`config.mk`:
```
export PLATFORM = sky130hd
export DESIGN_NAME = cll_ram
export DESIGN_NICKNAME = d
export VERILOG_FILES = /design/src/rtl/cll_ram.sv
export SDC_FILE = /design/constraint.sdc
export NUM_CORES = 2
export LEC_CHECK = 0
export ABC_AREA = 1
export BUFFER_PORTS_ARGS = -buffer_cell sky130_fd_sc_hd__buf_2
export CORE_UTILIZATION = 53
export DETAILED_ROUTE_END_ITERATION = 10
export PLACE_DENSITY = 0.71
export SLEW_MARGIN = 20
export SYNTH_ARGS = -nofsm -noshare
export SYNTH_HDL_FRONTEND = slang
export SYNTH_SLANG_ARGS = --single-unit
```
`constraint.sdc`:
```
create_clock -name clock -period 2 [get_ports clock]
set_input_delay 0.4 -clock clock [delete_from_list [all_inputs] [get_ports clock]]
set_output_delay 0.4 -clock clock [all_outputs]
set_load 0.01 [all_outputs]
```
`src/rtl/cll_ram.sv`:
```
// generic single write port, single read port ram with registered read
`timescale 1ns / 1ps
module cll_ram #(
   parameter int WIDTH = 8,
   parameter int DEPTH = 256
) (
   input  logic                     clock,
   input  logic                     wr_en,
   input  logic [$clog2(DEPTH)-1:0] wr_addr,
   input  logic [WIDTH-1:0]         wr_data,
   input  logic [$clog2(DEPTH)-1:0] rd_addr,
   output logic [WIDTH-1:0]         rd_data
);
   logic [WIDTH-1:0] mem_ff [DEPTH];
   logic [WIDTH-1:0] rd_data_ff;

   always_ff @(posedge clock) begin
      if (wr_en) begin
         mem_ff[wr_addr] <= wr_data;
      end
      rd_data_ff <= mem_ff[rd_addr];
   end

   assign rd_data = rd_data_ff;
endmodule

```
==> metrics.md <==
| Metric | Value |
|---|---|
| # placed instances | slightly above 9,000 |
| Iteration-0 DRC count of the detailed router | ~8,500 |
| Share of the synthesized area in the top cell type | 73.74% |
| Last weighted congestion value of the routability-driven placer | 0.9420 |
| Count of fill cells added during filler insertion | between 10,000 and 15,000 |
| Crit end category | register |
| Area of the multi-input gates | approximately 0.019 mm^2 |
| Standard-cell row count | 145 |
| Number of hold violations in the final report | 0 |
| Global-route wire length before repair | ~340 mm |
| FF+latch count, synth | slightly above 2,000 |
| Arrival time of the worst setup path | between 2 and 3 ns |
| Async SR Flop Fraction | 0% |
| Placed wire-length estimate after detailed placement | 145.5 mm |
| Primary flip-flop cell chosen by synthesis mapping | sky130_fd_sc_hd__edfxtp_1 |
| Cell count after synthesis | ~7,000 |
| Num ports | 34 |
| Maximum fanout along the worst path | 40 |
| Pins Over Slew Limit | 0 |
| Count of unresolved DRC violations after routing | 0 |
| Worst skew pair latency | around 0.84 ns |
| Ratio of total power to cell area | roughly 930 mW/mm^2 |
| Core area | roughly 0.16 mm^2 |
| Starting density of the core | a little over half |
| Most numerous cell in the Yosys netlist | sky130_fd_sc_hd__nand2_1 |
| Growth of design area from synthesis to finish | 17.11% |
| TritonCTS clock tree | built |
| Longest Clk Path Bufs | 3 |
| Worst slack after detailed placement | -0.6957 ns |
| Commonest cells post-synth | 2,123 x sky130_fd_sc_hd__nand2_1, 2,048 x sky130_fd_sc_hd__edfxtp_1, 2,019 x sky130_fd_sc_hd__nand3_1, 283 x sky130_fd_sc_hd__nor2_1, 268 x sky130_fd_sc_hd__buf_2 |
| Final worst-path setup slack | between 0.01 and 0.015 ns |
| Ratio of final minimum period to clock period | ~99% |
| Worst hold path class | in2reg |
| Cts bufs inserted | ~190 |
| Setup repair after global routing missed its margin | no |
| Buffers added on ports | 33 |
| Pin count of the biggest net entering global routing | about 110 |
| Result of the run | finished clean |
| Deepest level of the CTS H-tree | 4 |
| Leakage power | between 30 and 40 nW |
| Slew Limit Headroom | about a third |
| Synth Net Count | 7,029 |
| Syn. warnings | 0 |
| Startpoint-to-endpoint class of the critical path | in2reg |
| Number of flops mapped to enable cells by yosys | slightly above 2,000 |
| Post-Synthesis Mean Instance Area | about 12 um^2 |
| Number of global-route vias before repair | about 56,000 |
| Number of antenna violations at the first check in global routing | 11 |
| Max capacitance violation total | 0 |
| Ratio of routed vias to standard cells | approximately 6.0 |
| Worst-margin pin slew | 1.020 ns |
| Final Net Count | about 7,500 |
| Max frequency | about 500 MHz |
| Data required time of the worst path | 2.77 ns |
| Total congestion overflow | 0 |
| Total wire length after detailed routing | approximately 230 mm |
| Startpoint kind of the worst setup timing path | input pin |
| Worst setup skew after layout | around 0.023 ns |
| Clock-pin slew on the worst setup and hold paths | approximately 0.06 ns |
| Fraction of final layout cells sized beyond drive strength 1 | between 10% and 20% |
| Final setup viols | 0 |
| Synthesized cell area | 0.08340 mm^2 |
| Sequential fraction of the synthesis area | 73.94% |
| Yosys cell types | 14 |
| Die Area | around 0.16 mm^2 |
| Cell taking the most area after synthesis | sky130_fd_sc_hd__edfxtp_1 |
| Layout Cells excl Fill | between 9,000 and 10,000 |
| Register area | slightly above 0.06 mm^2 |
| Die width | around 400 um |
| Antenna Nets Post-Route | 0 |
| Highest ir drop seen on vdd | approximately 0.00073 V |
| Via count | slightly below 60,000 |
| Worst hold slack across all endpoints | 0.07689 ns |
| Pre-antenna DRT Iters | 8 |
| Cell types occupying the most area after synthesis | sky130_fd_sc_hd__edfxtp_1 74%, sky130_fd_sc_hd__nand3_1 12%, sky130_fd_sc_hd__nand2_1 9.6% |
| Total routing resource utilization after global routing | between 20% and 30% |
| Vertical extent of the die | 398.7 um |
| Period minus WS final | around 2 ns |
| Clock Sink Count | about 2,100 |
| Wire length per cell after detailed routing | between 20 and 25 um |
| Root Buffer | sky130_fd_sc_hd__clkbuf_16 |
-- worst max-delay path, cell delays in order --
cell and delay (ns):
sky130_fd_sc_hd__buf_8 0.14, sky130_fd_sc_hd__inv_16 0.17, sky130_fd_sc_hd__buf_12 0.25, sky130_fd_sc_hd__buf_4 0.18
sky130_fd_sc_hd__buf_4 0.15, sky130_fd_sc_hd__nand2_1 0.06, sky130_fd_sc_hd__nand3_1 0.07, sky130_fd_sc_hd__nand3_1 0.08
sky130_fd_sc_hd__nand3_1 0.08, sky130_fd_sc_hd__nand3_1 0.14, sky130_fd_sc_hd__nand3_1 0.19, sky130_fd_sc_hd__nand3_1 0.30
sky130_fd_sc_hd__nand2_1 0.32, sky130_fd_sc_hd__nand2_1 0.09, sky130_fd_sc_hd__nand2_1 0.08
-- logic make-up after synthesis --
logic type / count (synthesis) / share of synthesized area, %
AND/OR/NAND/NOR: 4425 / 22.95
buffers and inverters: 522 / 3.119
flip-flops: 2056 / 73.94
-- sequential cells by signal (all words and copies together), names as in the netlist --
signal and cells:
mem_ff 2048, rd_data 8
-- layout by cell type (no fill, tap or decap) --
cell,instances
sky130_fd_sc_hd__nand2_1,2122
sky130_fd_sc_hd__edfxtp_1,2048
sky130_fd_sc_hd__nand3_1,2016
sky130_fd_sc_hd__buf_4,581
sky130_fd_sc_hd__nor2_1,283
sky130_fd_sc_hd__clkbuf_16,196
sky130_fd_sc_hd__buf_12,154
sky130_fd_sc_hd__clkinv_2,48
sky130_fd_sc_hd__clkinv_1,44
sky130_fd_sc_hd__inv_1,34
sky130_fd_sc_hd__clkbuf_1,24
sky130_fd_sc_hd__bufinv_16,22
sky130_fd_sc_hd__buf_2,21
sky130_fd_sc_hd__buf_8,11
sky130_fd_sc_hd__clkinvlp_4,8
sky130_fd_sc_hd__dlygate4sd3_1,8
sky130_fd_sc_hd__inv_6,6
sky130_fd_sc_hd__dfxtp_1,5
sky130_fd_sc_hd__inv_16,3
sky130_fd_sc_hd__inv_8,3
sky130_fd_sc_hd__nand3_2,3
sky130_fd_sc_hd__clkinv_8,3
sky130_fd_sc_hd__dfxtp_2,3
sky130_fd_sc_hd__diode_2,2
sky130_fd_sc_hd__inv_4,1
sky130_fd_sc_hd__inv_2,1
sky130_fd_sc_hd__nand2_2,1
sky130_fd_sc_hd__clkinv_4,1
sky130_fd_sc_hd__clkbuf_8,1
-- what timing repair did --
item,in CTS,in global routing
hold endpoints to repair,122,0
resized for setup,3,3
buffers inserted,0,0
hold buffers,8,0
endpoints found under the setup margin,3,3
-- power by group --
group,switching [mW],internal (mW),total (mW)
Combinational,4.33,1.96,6.29
Clock,15.9,20.8,36.7
Sequential,0.0612,47.5,47.5
Total,20.3,70.3,90.5
-- per-layer routing --
metal,wire [um],GRT usage [%],vias to the layer above
met5,116,0,-
met4,9500,11.60,18
met3,26830,6.441,551
met2,106200,44.77,3516
met1,88680,40.27,28111
li1,-,-,25850
-- through the flow --
stage	setup TNS [ns]	utilization, %	power, mW	cell area (um^2)
6_report	0	62.52	90.55	97670
5_1_grt	0	62.52	92.66	97660
4_1_cts	0	62.51	90.64	97650
3_5_place_dp	-5.228	58.43	54.60	91270
3_3_place_gp	-5.095	58.43	54.49	91270
2_1_floorplan	0	-	51.38	83400
-- worst paths after layout --
kind	cells past startpoint	slack [ns]	to	startpoint
hold / removal	4	0.08	rd_data[6]	rd_addr[7]
hold reg to reg	10	1.01	rd_data[4]	mem_ff[242][4]
setup / recovery	15	0.01	rd_data[4]	rd_addr[0]
setup reg to reg	10	0.05	rd_data[2]	mem_ff[127][2]
-- final cells by class --
class | count | area share [%]
tap | 2058 | 2.636
timing repair buffer | 775 | 7.981
inverter | 39 | 0.1845
clock buffer | 221 | 5.128
clock inverter | 135 | 1.318
sequential | 2056 | 63.14
antenna | 2 | 0.005124
multi-input combinational | 4425 | 19.61
Note: power is estimated with default switching activity, not from simulation.
